--- config.mk ---
export PLATFORM = sky130hd
export DESIGN_NAME = tga_rle_pixel_decoder_flat
export DESIGN_NICKNAME = d
export VERILOG_FILES = /design/src/sv/trd_pkg.sv /design/src/sv/trd_ifs.sv /design/src/sv/tga_rle_pixel_decoder.sv /design/src/sv/trd_ctrl.sv /design/src/sv/trd_datapath.sv /design/src/flat_wrapper.sv
export SDC_FILE = /design/constraint.sdc
export NUM_CORES = 1
export LEC_CHECK = 0
export ABC_AREA = 1
export ABC_CLOCK_PERIOD_IN_PS = 3100
export BUFFER_PORTS_ARGS = -buffer_cell sky130_fd_sc_hd__buf_2
export CAP_MARGIN = 20
export CELL_PAD_IN_SITES_DETAIL_PLACEMENT = 1
export CELL_PAD_IN_SITES_GLOBAL_PLACEMENT = 1
export CORE_MARGIN = 4
export CORE_UTILIZATION = 39
export DETAILED_ROUTE_END_ITERATION = 10
export HOLD_SLACK_MARGIN = 0.06
export PLACE_DENSITY = 0.78
export SYNTH_ARGS = -nofsm -noshare
export SYNTH_HDL_FRONTEND = slang
export SYNTH_SLANG_ARGS = --single-unit
--- constraint.sdc ---
create_clock -name clock -period 3.1 [get_ports clock]
set_input_delay 0.155 -clock clock [delete_from_list [all_inputs] [get_ports clock]]
set_output_delay 0.155 -clock clock [all_outputs]
set_load 0.02 [all_outputs]
--- src/sv/trd_pkg.sv ---
// Types, codes and constants of the TGA run-length pixel decoder.
`default_nettype none

package trd_pkg;

   localparam int unsigned MAX_BYTES_PER_PIXEL = 4;
   localparam int unsigned PIXEL_W             = 8 * MAX_BYTES_PER_PIXEL;
   localparam int unsigned COUNT_W             = 32;
   localparam int unsigned BPP_W               = 3;
   localparam int unsigned CSR_INDEX_W         = 4;
   localparam int unsigned CSR_DATA_W          = 32;

   localparam logic [7:0] RUN_THRESHOLD = 8'd128;
   localparam logic [7:0] RUN_BIAS      = 8'd127;

   localparam logic [BPP_W-1:0]   BPP_RESET   = 3'd3;
   localparam logic [COUNT_W-1:0] TOTAL_RESET = 32'd1;

   localparam logic [CSR_INDEX_W-1:0] CSR_BYTES_PER_PIXEL = 4'd0;
   localparam logic [CSR_INDEX_W-1:0] CSR_PIXEL_TOTAL     = 4'd1;

   typedef enum logic {
      OP_DATA  = 1'b0,
      OP_START = 1'b1
   } op_type;

   typedef enum logic [2:0] {
      PH_HEADER = 3'd0,
      PH_RAW    = 3'd1,
      PH_RUN    = 3'd2,
      PH_DONE   = 3'd3,
      PH_ERROR  = 3'd4
   } phase_type;

   typedef enum logic [1:0] {
      ST_OK       = 2'd0,
      ST_TOO_MANY = 2'd1,
      ST_IGNORED  = 2'd2
   } rsp_status_type;

   typedef enum logic {
      CTL_IDLE   = 1'b0,
      CTL_EXPAND = 1'b1
   } ctl_state_type;

   // Controller to datapath.
   typedef struct packed {
      logic accept;      // take the request on the port
      logic emit;        // load one result into the output register
      logic from_input;  // the pixel of this result includes the request byte
   } cmd_type;

   // Datapath to controller.
   typedef struct packed {
      logic needs_result;  // the offered request causes at least one result
      logic out_free;      // output register can take a result this cycle
      logic step_last;     // the result built this cycle ends its request
   } stat_type;

endpackage

`default_nettype wire

--- src/sv/trd_ifs.sv ---
// Channel interfaces of the decoder: request, result and register write.
`default_nettype none

interface trd_req_if;
   logic       valid;
   logic       ready;
   logic       op;
   logic [7:0] data_byte;

   modport source (output valid, output op, output data_byte, input ready);
   modport sink   (input valid, input op, input data_byte, output ready);
endinterface

interface trd_rsp_if;
   logic                        valid;
   logic                        ready;
   logic [trd_pkg::PIXEL_W-1:0] pixel_first;
   logic [trd_pkg::PIXEL_W-1:0] pixel_second;
   logic [1:0]                  pixel_count;
   logic [1:0]                  status;
   logic                        image_done;
   logic                        last;

   modport source (output valid, output pixel_first, output pixel_second,
                   output pixel_count, output status, output image_done,
                   output last, input ready);
   modport sink   (input valid, input pixel_first, input pixel_second,
                   input pixel_count, input status, input image_done,
                   input last, output ready);
endinterface

interface trd_csr_if;
   logic                            valid;
   logic                            ready;
   logic [trd_pkg::CSR_INDEX_W-1:0] index;
   logic [trd_pkg::CSR_DATA_W-1:0]  data;

   modport source (output valid, output index, output data, input ready);
   modport sink   (input valid, input index, input data, output ready);
endinterface

`default_nettype wire

--- src/sv/tga_rle_pixel_decoder.sv ---
// Top level of the TGA run-length pixel decoder.
//
//   channel  dir  payload                                    accepted when
//   req_ch   in   op, data_byte                              valid && ready
//   rsp_ch   out  pixel_first/second, pixel_count, status,   valid && ready
//                 image_done, last
//   csr_ch   in   index (0 bytes_per_pixel, 1 pixel_total),  valid && ready
//                 data
//
// A start, header or partial-pixel request yields no result.
// A byte that completes a pixel yields one result per cycle while the output
// is not stalled, through the single output register: raw pixels one each, a
// run of n copies ceil(n/2) results (pixels paired), while the next request waits.
// A request may be taken while a result waits; one that needs the output waits
// in the expansion state until the register frees. The register port is
// always ready. Synchronous reset clears control; no clearing pass.
`default_nettype none

module tga_rle_pixel_decoder (
   input  wire logic  clock,
   input  wire logic  reset,
   trd_req_if.sink    req_ch,
   trd_rsp_if.source  rsp_ch,
   trd_csr_if.sink    csr_ch
);

   trd_pkg::cmd_type  cmd;
   trd_pkg::stat_type stat;
   logic              csr_fire;

   // registers are written in the cycle the write is offered
   assign csr_ch.ready = 1'b1;
   assign csr_fire     = csr_ch.valid;

   // controller: decides when a request is taken and when a result is loaded
   trd_ctrl u_ctrl (
      .clock     (clock),
      .reset     (reset),
      .req_valid (req_ch.valid),
      .stat      (stat),
      .cmd       (cmd),
      .req_ready (req_ch.ready)
   );

   // datapath: packet and pixel state, count against the total, output register
   trd_datapath u_datapath (
      .clock            (clock),
      .reset            (reset),
      .req_op           (req_ch.op),
      .req_data_byte    (req_ch.data_byte),
      .csr_fire         (csr_fire),
      .csr_index        (csr_ch.index),
      .csr_data         (csr_ch.data),
      .rsp_ready        (rsp_ch.ready),
      .cmd              (cmd),
      .stat             (stat),
      .rsp_valid        (rsp_ch.valid),
      .rsp_pixel_first  (rsp_ch.pixel_first),
      .rsp_pixel_second (rsp_ch.pixel_second),
      .rsp_pixel_count  (rsp_ch.pixel_count),
      .rsp_status       (rsp_ch.status),
      .rsp_image_done   (rsp_ch.image_done),
      .rsp_last         (rsp_ch.last)
   );

endmodule

`default_nettype wire

--- src/sv/trd_ctrl.sv ---
// Controller: takes requests and sequences the results of a run.
`default_nettype none

module trd_ctrl (
   input  wire logic              clock,
   input  wire logic              reset,
   input  wire logic              req_valid,
   input  wire trd_pkg::stat_type stat,
   output trd_pkg::cmd_type       cmd,
   output logic                   req_ready
);

   trd_pkg::ctl_state_type state_ff;
   trd_pkg::ctl_state_type state_in;

   always_ff @(posedge clock) begin
      if (reset) begin
         state_ff <= trd_pkg::CTL_IDLE;
      end else begin
         state_ff <= state_in;
      end
   end

   always_comb begin
      state_in       = state_ff;
      cmd.accept     = 1'b0;
      cmd.emit       = 1'b0;
      cmd.from_input = 1'b0;
      req_ready      = 1'b0;
      unique case (state_ff)
         trd_pkg::CTL_IDLE: begin
            req_ready      = 1'b1;
            cmd.from_input = 1'b1;
            cmd.accept     = req_valid;
            if (req_valid && stat.needs_result) begin
               // emit straight away when the slot is free, else hold for later
               cmd.emit = stat.out_free;
               if (!(stat.out_free && stat.step_last)) begin
                  state_in = trd_pkg::CTL_EXPAND;
               end
            end
         end
         trd_pkg::CTL_EXPAND: begin
            cmd.emit = stat.out_free;
            if (stat.out_free && stat.step_last) begin
               state_in = trd_pkg::CTL_IDLE;
            end
         end
         default: begin
            state_in = trd_pkg::CTL_IDLE;
         end
      endcase
   end

endmodule

`default_nettype wire

--- src/sv/trd_datapath.sv ---
// Datapath: packet state, pixel assembly, pixel count and output register.
`default_nettype none

module trd_datapath (
   input  wire logic                            clock,
   input  wire logic                            reset,
   input  wire logic                            req_op,
   input  wire logic [7:0]                      req_data_byte,
   input  wire logic                            csr_fire,
   input  wire logic [trd_pkg::CSR_INDEX_W-1:0] csr_index,
   input  wire logic [trd_pkg::CSR_DATA_W-1:0]  csr_data,
   input  wire logic                            rsp_ready,
   input  wire trd_pkg::cmd_type                cmd,
   output trd_pkg::stat_type                    stat,
   output logic                                 rsp_valid,
   output logic [trd_pkg::PIXEL_W-1:0]          rsp_pixel_first,
   output logic [trd_pkg::PIXEL_W-1:0]          rsp_pixel_second,
   output logic [1:0]                           rsp_pixel_count,
   output logic [1:0]                           rsp_status,
   output logic                                 rsp_image_done,
   output logic                                 rsp_last
);

   // configuration
   logic [trd_pkg::BPP_W-1:0]   bpp_ff, bpp_in;
   logic [trd_pkg::COUNT_W-1:0] total_ff, total_in;

   // decode state
   trd_pkg::phase_type          phase_ff, phase_in;
   logic [7:0]                  rem_ff, rem_in;
   logic [1:0]                  bip_ff, bip_in;
   logic [trd_pkg::PIXEL_W-1:0] asm_ff, asm_in;
   logic [trd_pkg::COUNT_W-1:0] emitted_ff, emitted_in;

   // output register
   logic                        out_valid_ff, out_valid_in;
   logic [trd_pkg::PIXEL_W-1:0] out_first_ff, out_first_in;
   logic [trd_pkg::PIXEL_W-1:0] out_second_ff, out_second_in;
   logic [1:0]                  out_count_ff, out_count_in;
   trd_pkg::rsp_status_type     out_status_ff, out_status_in;
   logic                        out_done_ff, out_done_in;
   logic                        out_last_ff, out_last_in;

   logic [trd_pkg::BPP_W-1:0]   pixel_size;
   logic                        byte_done;
   logic                        in_packet;
   logic                        halted;
   logic [trd_pkg::PIXEL_W-1:0] pixel_now;
   logic [trd_pkg::PIXEL_W-1:0] pix;

   // one result step
   logic [trd_pkg::COUNT_W-1:0] e1, e2;
   logic [7:0]                  r1, r2;
   logic                        over, eq1, eq2;
   trd_pkg::phase_type          st_phase;
   logic [7:0]                  st_rem;
   logic [trd_pkg::COUNT_W-1:0] st_emitted;
   logic [trd_pkg::PIXEL_W-1:0] st_first, st_second;
   logic [1:0]                  st_count;
   trd_pkg::rsp_status_type     st_status;
   logic                        st_done, st_last;

   always_comb begin
      if (bpp_ff == '0) begin
         pixel_size = 3'd1;
      end else if (bpp_ff > trd_pkg::BPP_W'(trd_pkg::MAX_BYTES_PER_PIXEL)) begin
         pixel_size = trd_pkg::BPP_W'(trd_pkg::MAX_BYTES_PER_PIXEL);
      end else begin
         pixel_size = bpp_ff;
      end
   end

   assign byte_done = ({1'b0, bip_ff} + 3'd1) >= pixel_size;
   assign in_packet = (phase_ff == trd_pkg::PH_RAW) || (phase_ff == trd_pkg::PH_RUN);
   assign halted    = (phase_ff == trd_pkg::PH_DONE) || (phase_ff == trd_pkg::PH_ERROR);
   assign pixel_now = asm_ff
                    | (trd_pkg::PIXEL_W'(req_data_byte) << {bip_ff, 3'b000});
   assign pix       = cmd.from_input ? pixel_now : asm_ff;

   assign stat.needs_result = (req_op == trd_pkg::OP_DATA)
                            && (halted || (in_packet && byte_done));
   assign stat.out_free     = !out_valid_ff || rsp_ready;
   assign stat.step_last    = st_last;

   // Build one result of up to two pixels from the current counts.
   assign e1   = emitted_ff + 32'd1;
   assign e2   = emitted_ff + 32'd2;
   assign r1   = rem_ff - 8'd1;
   assign r2   = rem_ff - 8'd2;
   assign over = emitted_ff >= total_ff;
   assign eq1  = e1 == total_ff;
   assign eq2  = e2 == total_ff;

   always_comb begin
      st_phase   = phase_ff;
      st_rem     = rem_ff;
      st_emitted = emitted_ff;
      st_first   = '0;
      st_second  = '0;
      st_count   = 2'd0;
      st_status  = trd_pkg::ST_OK;
      st_done    = 1'b0;
      st_last    = 1'b1;
      priority if (halted) begin
         st_status = trd_pkg::ST_IGNORED;
      end else if (over) begin
         st_status = trd_pkg::ST_TOO_MANY;
         st_phase  = trd_pkg::PH_ERROR;
      end else begin
         st_first   = pix;
         st_count   = 2'd1;
         st_emitted = e1;
         st_rem     = r1;
         priority if (r1 == '0 && eq1) begin
            st_done  = 1'b1;
            st_phase = trd_pkg::PH_DONE;
         end else if (r1 == '0) begin
            st_phase = trd_pkg::PH_HEADER;
         end else if (phase_ff != trd_pkg::PH_RUN) begin
            st_phase = trd_pkg::PH_RAW;
         end else if (eq1) begin
            // total reached inside a run: the next copy overflows
            st_status = trd_pkg::ST_TOO_MANY;
            st_phase  = trd_pkg::PH_ERROR;
         end else begin
            st_second  = pix;
            st_count   = 2'd2;
            st_emitted = e2;
            st_rem     = r2;
            priority if (r2 == '0 && eq2) begin
               st_done  = 1'b1;
               st_phase = trd_pkg::PH_DONE;
            end else if (r2 == '0) begin
               st_phase = trd_pkg::PH_HEADER;
            end else begin
               st_last = 1'b0;
            end
         end
      end
   end

   always_comb begin
      bpp_in        = bpp_ff;
      total_in      = total_ff;
      phase_in      = phase_ff;
      rem_in        = rem_ff;
      bip_in        = bip_ff;
      asm_in        = asm_ff;
      emitted_in    = emitted_ff;
      out_valid_in  = out_valid_ff && !rsp_ready;
      out_first_in  = out_first_ff;
      out_second_in = out_second_ff;
      out_count_in  = out_count_ff;
      out_status_in = out_status_ff;
      out_done_in   = out_done_ff;
      out_last_in   = out_last_ff;

      if (csr_fire) begin
         priority case (csr_index)
            trd_pkg::CSR_BYTES_PER_PIXEL: bpp_in   = csr_data[trd_pkg::BPP_W-1:0];
            trd_pkg::CSR_PIXEL_TOTAL:     total_in = csr_data[trd_pkg::COUNT_W-1:0];
            default: begin
            end
         endcase
      end

      if (cmd.accept) begin
         priority if (req_op == trd_pkg::OP_START) begin
            phase_in   = trd_pkg::PH_HEADER;
            rem_in     = '0;
            bip_in     = '0;
            asm_in     = '0;
            emitted_in = '0;
         end else if (phase_ff == trd_pkg::PH_HEADER) begin
            if (req_data_byte < trd_pkg::RUN_THRESHOLD) begin
               phase_in = trd_pkg::PH_RAW;
               rem_in   = req_data_byte + 8'd1;
            end else begin
               phase_in = trd_pkg::PH_RUN;
               rem_in   = req_data_byte - trd_pkg::RUN_BIAS;
            end
            bip_in = '0;
            asm_in = '0;
         end else if (in_packet) begin
            asm_in = pixel_now;
            bip_in = byte_done ? 2'd0 : bip_ff + 2'd1;
         end else begin
         end
      end

      if (cmd.emit) begin
         phase_in      = st_phase;
         rem_in        = st_rem;
         emitted_in    = st_emitted;
         out_valid_in  = 1'b1;
         out_first_in  = st_first;
         out_second_in = st_second;
         out_count_in  = st_count;
         out_status_in = st_status;
         out_done_in   = st_done;
         out_last_in   = st_last;
         if (st_last) begin
            asm_in = '0;
         end
      end
   end

   always_ff @(posedge clock) begin
      if (reset) begin
         bpp_ff       <= trd_pkg::BPP_RESET;
         total_ff     <= trd_pkg::TOTAL_RESET;
         phase_ff     <= trd_pkg::PH_HEADER;
         rem_ff       <= '0;
         bip_ff       <= '0;
         asm_ff       <= '0;
         emitted_ff   <= '0;
         out_valid_ff <= 1'b0;
      end else begin
         bpp_ff       <= bpp_in;
         total_ff     <= total_in;
         phase_ff     <= phase_in;
         rem_ff       <= rem_in;
         bip_ff       <= bip_in;
         asm_ff       <= asm_in;
         emitted_ff   <= emitted_in;
         out_valid_ff <= out_valid_in;
      end
   end

   always_ff @(posedge clock) begin
      out_first_ff  <= out_first_in;
      out_second_ff <= out_second_in;
      out_count_ff  <= out_count_in;
      out_status_ff <= out_status_in;
      out_done_ff   <= out_done_in;
      out_last_ff   <= out_last_in;
   end

   assign rsp_valid        = out_valid_ff;
   assign rsp_pixel_first  = out_first_ff;
   assign rsp_pixel_second = out_second_ff;
   assign rsp_pixel_count  = out_count_ff;
   assign rsp_status       = out_status_ff;
   assign rsp_image_done   = out_done_ff;
   assign rsp_last         = out_last_ff;

endmodule

`default_nettype wire

--- src/flat_wrapper.sv ---
// flat-port wrapper written by rule: the top's interface ports become plain ports
module tga_rle_pixel_decoder_flat 
  (clock, reset, req_ch_valid, req_ch_op, req_ch_data_byte, req_ch_ready, rsp_ch_valid, rsp_ch_pixel_first, rsp_ch_pixel_second, rsp_ch_pixel_count, rsp_ch_status, rsp_ch_image_done, rsp_ch_last, rsp_ch_ready, csr_ch_valid, csr_ch_index, csr_ch_data, csr_ch_ready);
  trd_req_if req_ch_i ();
  trd_rsp_if rsp_ch_i ();
  trd_csr_if csr_ch_i ();
  input  wire logic clock;
  input  wire logic reset;
  input wire logic [$bits(req_ch_i.valid)-1:0] req_ch_valid;
  input wire logic [$bits(req_ch_i.op)-1:0] req_ch_op;
  input wire logic [$bits(req_ch_i.data_byte)-1:0] req_ch_data_byte;
  output wire logic [$bits(req_ch_i.ready)-1:0] req_ch_ready;
  output wire logic [$bits(rsp_ch_i.valid)-1:0] rsp_ch_valid;
  output wire logic [$bits(rsp_ch_i.pixel_first)-1:0] rsp_ch_pixel_first;
  output wire logic [$bits(rsp_ch_i.pixel_second)-1:0] rsp_ch_pixel_second;
  output wire logic [$bits(rsp_ch_i.pixel_count)-1:0] rsp_ch_pixel_count;
  output wire logic [$bits(rsp_ch_i.status)-1:0] rsp_ch_status;
  output wire logic [$bits(rsp_ch_i.image_done)-1:0] rsp_ch_image_done;
  output wire logic [$bits(rsp_ch_i.last)-1:0] rsp_ch_last;
  input wire logic [$bits(rsp_ch_i.ready)-1:0] rsp_ch_ready;
  input wire logic [$bits(csr_ch_i.valid)-1:0] csr_ch_valid;
  input wire logic [$bits(csr_ch_i.index)-1:0] csr_ch_index;
  input wire logic [$bits(csr_ch_i.data)-1:0] csr_ch_data;
  output wire logic [$bits(csr_ch_i.ready)-1:0] csr_ch_ready;
  assign req_ch_i.valid = req_ch_valid;
  assign req_ch_i.op = req_ch_op;
  assign req_ch_i.data_byte = req_ch_data_byte;
  assign req_ch_ready = req_ch_i.ready;
  assign rsp_ch_valid = rsp_ch_i.valid;
  assign rsp_ch_pixel_first = rsp_ch_i.pixel_first;
  assign rsp_ch_pixel_second = rsp_ch_i.pixel_second;
  assign rsp_ch_pixel_count = rsp_ch_i.pixel_count;
  assign rsp_ch_status = rsp_ch_i.status;
  assign rsp_ch_image_done = rsp_ch_i.image_done;
  assign rsp_ch_last = rsp_ch_i.last;
  assign rsp_ch_i.ready = rsp_ch_ready;
  assign csr_ch_i.valid = csr_ch_valid;
  assign csr_ch_i.index = csr_ch_index;
  assign csr_ch_i.data = csr_ch_data;
  assign csr_ch_ready = csr_ch_i.ready;
  tga_rle_pixel_decoder u_core (.clock(clock), .reset(reset), .req_ch(req_ch_i), .rsp_ch(rsp_ch_i), .csr_ch(csr_ch_i));
endmodule
== Word level (Yosys, flattened, before mapping) ==
Index checks and enable logic that the tools add are counted.
Word-level totals
  logic and storage cells: 150
  output and inout port bits: 73
  flip-flop bits (word level): 184
Cells by class
  muxes and demuxes: 76
  bitwise logic cells: 3
  magnitude comparators: 4
  add/sub/neg operators: 8
  shift operators: 1
  equality and inequality tests: 11
  reduce and logical (&&, ||, !) cells: 31
Operator list (count)
  $mux W32: 16
  $mux W8: 11
  $eq A32 B32 Y1: 2
  $mux W3: 14
  $add A32 B1 Y32 const B: 1
  $add A32 B2 Y32 const B: 1
  $ge A32 B32 Y1: 1
  $or A32 B32 Y32: 1
  $shl A8 B5 Y32: 1
  $mux W1: 27
  $logic_not A8 Y1: 2
  $mux W2: 6
  $reduce_and A4 Y1: 3
  $add A8 B1 Y8 const B: 1
  $lt A8 B8 Y1 const B: 1
  $ne A8 B8 Y1 const B: 1
  $sub A8 B1 Y8 const B: 1
  $sub A8 B2 Y8 const B: 1
  $sub A8 B7 Y8 const B: 1
  $logic_and A1 B1 Y1: 7
  $eq A3 B2 Y1 const B: 2
  $logic_not A3 Y1: 2
  $reduce_and A2 Y1: 3
  $reduce_bool A3 Y1: 2
  other kinds (18): 26

== Depth between registers and ports, before layout ==
  depth in word-level cells: 14
  mapped depth: 22
  gate-level depth less buffers: 21

== Cells and area by module ==
A second synthesis with hierarchy kept.
Unflattened totals
  cells, all modules: 1674
  area, all modules: 11493.5 um^2
Modules (own cells, without submodules)
  trd_datapath: instances 1, cells each 1660, sequential area each 4364.2 um^2, area an instance 11412.2 um^2
  trd_ctrl: instances 1, cells each 12, sequential area each 20.0 um^2, area an instance 70.1 um^2
  tga_rle_pixel_decoder: instances 1, cells each 2, sequential area each 0.0 um^2, area an instance 11.3 um^2

== Worst setup path after synthesis ==
Ideal clock, no wire load.
  kind: flip-flop to flip-flop
  start: register u_core.u_datapath.bip_ff[0]
  end: register u_core.u_datapath.emitted_ff[12] (netlist name)
  clock period less this slack: 3.419 ns
  data arrival time: 3.287 ns
  stages on the path, launching flop included: 16
  path buffers: 2
  path slack: -0.319 ns
  setup time: 0.132 ns
  cell sequence: dfxtp_1 ha_1 ha_1 nand2_1 o211ai_1 a21oi_1 nor3_1 nor2_1 nor2_1 buf_2 o21ai_0 nor2_1 inv_2 buf_2 nand2_1 a21oi_1
RTL lines
  start: declaration: line trd_datapath.sv:31  | logic [1:0] bip_ff, bip_in;
  start signal: assignment: line trd_datapath.sv:223  | bip_ff <= bip_in;
  end signal: assignment: line trd_datapath.sv:225  | emitted_ff <= emitted_in;
  end: declaration: line trd_datapath.sv:33  | logic [trd_pkg::COUNT_W-1:0] emitted_ff, emitted_in;

== Final worst setup path ==
  start: register u_core.u_datapath.emitted_ff[1] (netlist name)
  end: register u_core.u_datapath.out_second_ff (netlist bit u_core.u_datapath.rsp_pixel_second[14]) (data pin)
On the way
  cells in the longest elaborated chain, start to end: 4
Ends and longest elaborated chain
  $add A32 B1 Y32: line trd_datapath.sv:86  | assign e1 = emitted_ff + 32'd1;
  $eq A32 B32 Y1: line trd_datapath.sv:91  | assign eq1 = e1 == total_ff;
  $logic_and A1 B1 Y1: line trd_datapath.sv:114  | priority if (r1 == '0 && eq1) begin
  $reduce_or A6 Y1 (no source line) *
  end signal: assignment: line trd_datapath.sv:232  | out_second_ff <= out_second_in;
  end: declaration: line trd_datapath.sv:38  | logic [trd_pkg::PIXEL_W-1:0] out_second_ff, out_second_in;
Mark *: on every way between the ends. The rest lies on a longest branch, timed or not.
A chain may end at the register's enable or synchronous reset.

==> key figures <==
Outcome
  • Status: complete, no violations

Logic synthesis
  • Post-synth cell types: 41
  • Synthesized flop and latch total: 184
  • Syn Nets: 1763
  • Synth area leader: dfxtp_1
  • Synthesized area per cell: 6.88 um^2
  • Seq/Total Area, Yosys: 38.2%
  • YS warnings: 0
  • Mapped Cells: 1669
  • Cell Area, Synth: 11500 um^2
  • Synth top area share: 19.9%
  • Top post-synthesis cells by area: dfxtp_1 20%, edfxtp_1 18%, nand2_1 15%, nand3_1 7.3%, nor2_1 6.9%

STA
  • Slew @ Worst Pin: 0.952 ns
  • Ratio of final minimum period to clock period: 95.9%
  • Worst Skew: 0.0150 ns
  • Final min period: 2.97 ns
  • Final Hold Viols: 0
  • Max frequency: 336 MHz
  • Slew HR: 36.5%
  • Number of setup violations in the final report: 0
  • Final Slew Violations: 0

Hold path
  • HP Class: in -> reg

Place
  • DP HPWL: 32500 um
  • GPL Wtd Cong: 0.971
  • I/O Buffers: 121

Drt
  • Drt via density: 5.52
  • Initial DRC Count: 1036
  • Wirelength per Cell: 19.8 um
  • Routed via count: 12400
  • DRC: 0
  • Final wirelength: 44500 um
  • ANT nets after route: 0
  • First-pass iteration count of the detailed router: 5

GRT
  • Vias in the first global route: 12500
  • Total track usage: 26.1%
  • Grt ovf: 0
  • First-pass GRT wire length: 68700 um
  • Initial antenna violation count: 0
  • Largest net degree at the start of global routing: 51

Clock network
  • Clock slew at reported path FFs: 0.08 ns
  • Max Buffers Root-to-Sink: 2
  • CTS buffer count: 17
  • H-tree depth: 4
  • Clk_lat worst skew: 0.46 ns
  • Clock Sink Count: 184
  • Clock Tree Root: clkbuf_16
  • CTS tree: done

Die
  • DIE AREA: 32300 um^2
  • Ports: 123
  • Site row count: 62
  • Die W: 180 um
  • Die H: 180 um
  • Area of the core: 28900 um^2
  • Initial core utilization: 39.8%

Setup path
  • Max incr delay on CP: 0.38 ns
  • Crit path launch type: flip-flop
  • CP endpoint kind: flip-flop
  • CP delay by family, top: simple AND/OR/NAND/NOR gates
  • Cell Chain, Critical Path: ha_2 > inv_1 > nor2_4 > buf_6 > nand3_1 > nand3_1 > nand2_1 > inv_1 > nand3_1 > nor2_1 > nand2_1 > nor2_1 > buf_4 > nand3_4 > nand2_4 > nor2_2 > inv_2 > clkbuf_16 > nor2_1
  • Worst-path fanout max: 16
  • Required @ worst endpoint: 3.30 ns
  • Critical path type: reg -> reg
  • CP max stage cell: dfxtp_2
  • CP bufs+invs: 6
  • WP data arrival: 3.17 ns

Finish
  • # fillers: 3773
  • Diodes inserted: 0
  • Leading cell type in the layout, fill and taps excluded: nand2_1
  • Area of the multi-input gates: 6420 um^2
  • Register area: 4400 um^2
  • Net count reported at finish: 1944
  • Commonest cells after routing, fill and taps aside: 455 x nand2_1, 195 x nor2_1, 165 x nand3_1, 142 x inv_1, 132 x a21oi_1
  • Share of layout cells above drive strength 1: 17.1%
  • Area Growth Syn to Fin: 22.4%
  • Fin util: 48.7%

Job
  • Max_cap viols: 0

Power and ir drop
  • Leak pwr: 5.93 nW
  • Final Power: 6.82 mW
  • Cell Pwr Density: 485 nW/um^2
  • Maximum vdd drop: 289 uV
registers in the layout, summed over array words and instances (netlist names), 2 cells and up:
name	cells
u_core.u_datapath.emitted_ff	32
u_core.u_datapath.rsp_pixel_second	32
u_core.u_datapath.bpp_ff	3
u_core.u_datapath.phase_ff	3
u_core.u_datapath.rsp_pixel_first	32
u_core.u_datapath.bip_ff	2
u_core.u_datapath.asm_ff	32
u_core.u_datapath.rem_ff	8
u_core.u_datapath.rsp_status	2
u_core.u_datapath.total_ff	32
u_core.u_datapath.rsp_pixel_count	2
cells in the mapped netlist (all sizes together):
| cell | n |
|---|---|
| inv | 149 |
| a22oi | 1 |
| o21bai | 1 |
| nand2 | 474 |
| clkinv | 2 |
| nand3 | 168 |
| or2 | 2 |
| a31oi | 35 |
| o21ai | 69 |
| or3 | 1 |
| nand3b | 2 |
| conb | 1 |
| edfxtp | 70 |
| nor2 | 237 |
| xnor3 | 4 |
| dfxtp | 114 |
| xor2 | 24 |
| o21a | 2 |
| xnor2 | 3 |
| clkbuf | 33 |
| ha | 44 |
| nor3 | 43 |
| a21oi | 133 |
| o2111ai | 1 |
| nand4 | 22 |
| and2 | 1 |
| nor4 | 2 |
| nor3b | 1 |
| o211ai | 3 |
| buf | 27 |
worst min-delay path, cell delays in order:
cell	delay [ns]
buf_2	0.09
o21ai_0	0.11
a21oi_1	0.14
power by group:
part | internal (mW) | switching [mW] | leakage [nW] | total (mW)
clock | 1.19 | 1.24 | 0.307 | 2.43
sequential | 2.64 | 0.0709 | 1.56 | 2.71
combinational | 0.554 | 1.13 | 4.06 | 1.68
final timing paths:
check                                                startpoint                                endpoint  slack, ns  cells past startpoint
worst max-delay path            u_core.u_datapath.emitted_ff[1]  u_core.u_datapath.rsp_pixel_second[14]       0.13                     19
worst min-delay path                            csr_ch_data[26]          u_core.u_datapath.total_ff[26]       0.08                      3
worst max register to register  u_core.u_datapath.emitted_ff[1]  u_core.u_datapath.rsp_pixel_second[14]       0.13                     19
worst min register to register     u_core.u_datapath.asm_ff[31]            u_core.u_datapath.asm_ff[31]       0.49                      2
cells by family after synthesis:
kind of cell,count (synthesis),share of synthesized area (%)
flops,184,38.2
compound gates,245,11.2
simple gates,953,35.6
other cells,1,0.0326
buf+inv,211,7.35
fa+ha+maj,44,4.79
xor+xnor,31,2.84
stage by stage:
| stage | hold slack, ns | TNS (ns) | cell area (um^2) | setup slack (ns) | std cells |
|---|---|---|---|---|---|
| after global routing | 0.0864 | -1.15 | 14100 | -0.0283 | 2247 |
| final | 0.0785 | 0 | 14100 | 0.128 | 2247 |
| after floorplan | 0.281 | 0 | 11500 | 0.0631 | 1669 |
| after global placement | 0.393 | -3.90 | 12800 | -0.0997 | 2174 |
| after CTS | 0.0745 | 0 | 13800 | 0.0148 | 2236 |
| after detailed placement | 0.393 | -10.03 | 12800 | -0.152 | 2174 |
area by class of cell:
type	instances	area share (%)
Inverter	151	4.08
Clock inverter	15	1.56
Tap cell	384	3.42
Sequential cell	184	31.3
Multi-Input combinational cell	1275	45.7
Clock buffer	17	3.03
Timing Repair Buffer	221	11.0
metal layers:
layer / vias up / share of wire (%) / routed length (um) / track usage [%]
met5: - / 0 / 0 / 0
met4: 0 / 2.2 / 993 / 6.55
met3: 72 / 5.3 / 2350 / 4.06
met2: 376 / 47 / 20900 / 43.3
met1: 6077 / 46 / 20300 / 35.9
li1: 5870 / - / - / -
repair_timing:
action,4_1_cts,5_1_grt
gates resized for setup,2,56
hold buffers,29,0
gates cloned,0,3
setup endpoints to repair,127,134
setup buffers,1,8
hold endpoints to repair,31,0
pin swaps,1,7
Power figures use the tool's default switching activity.
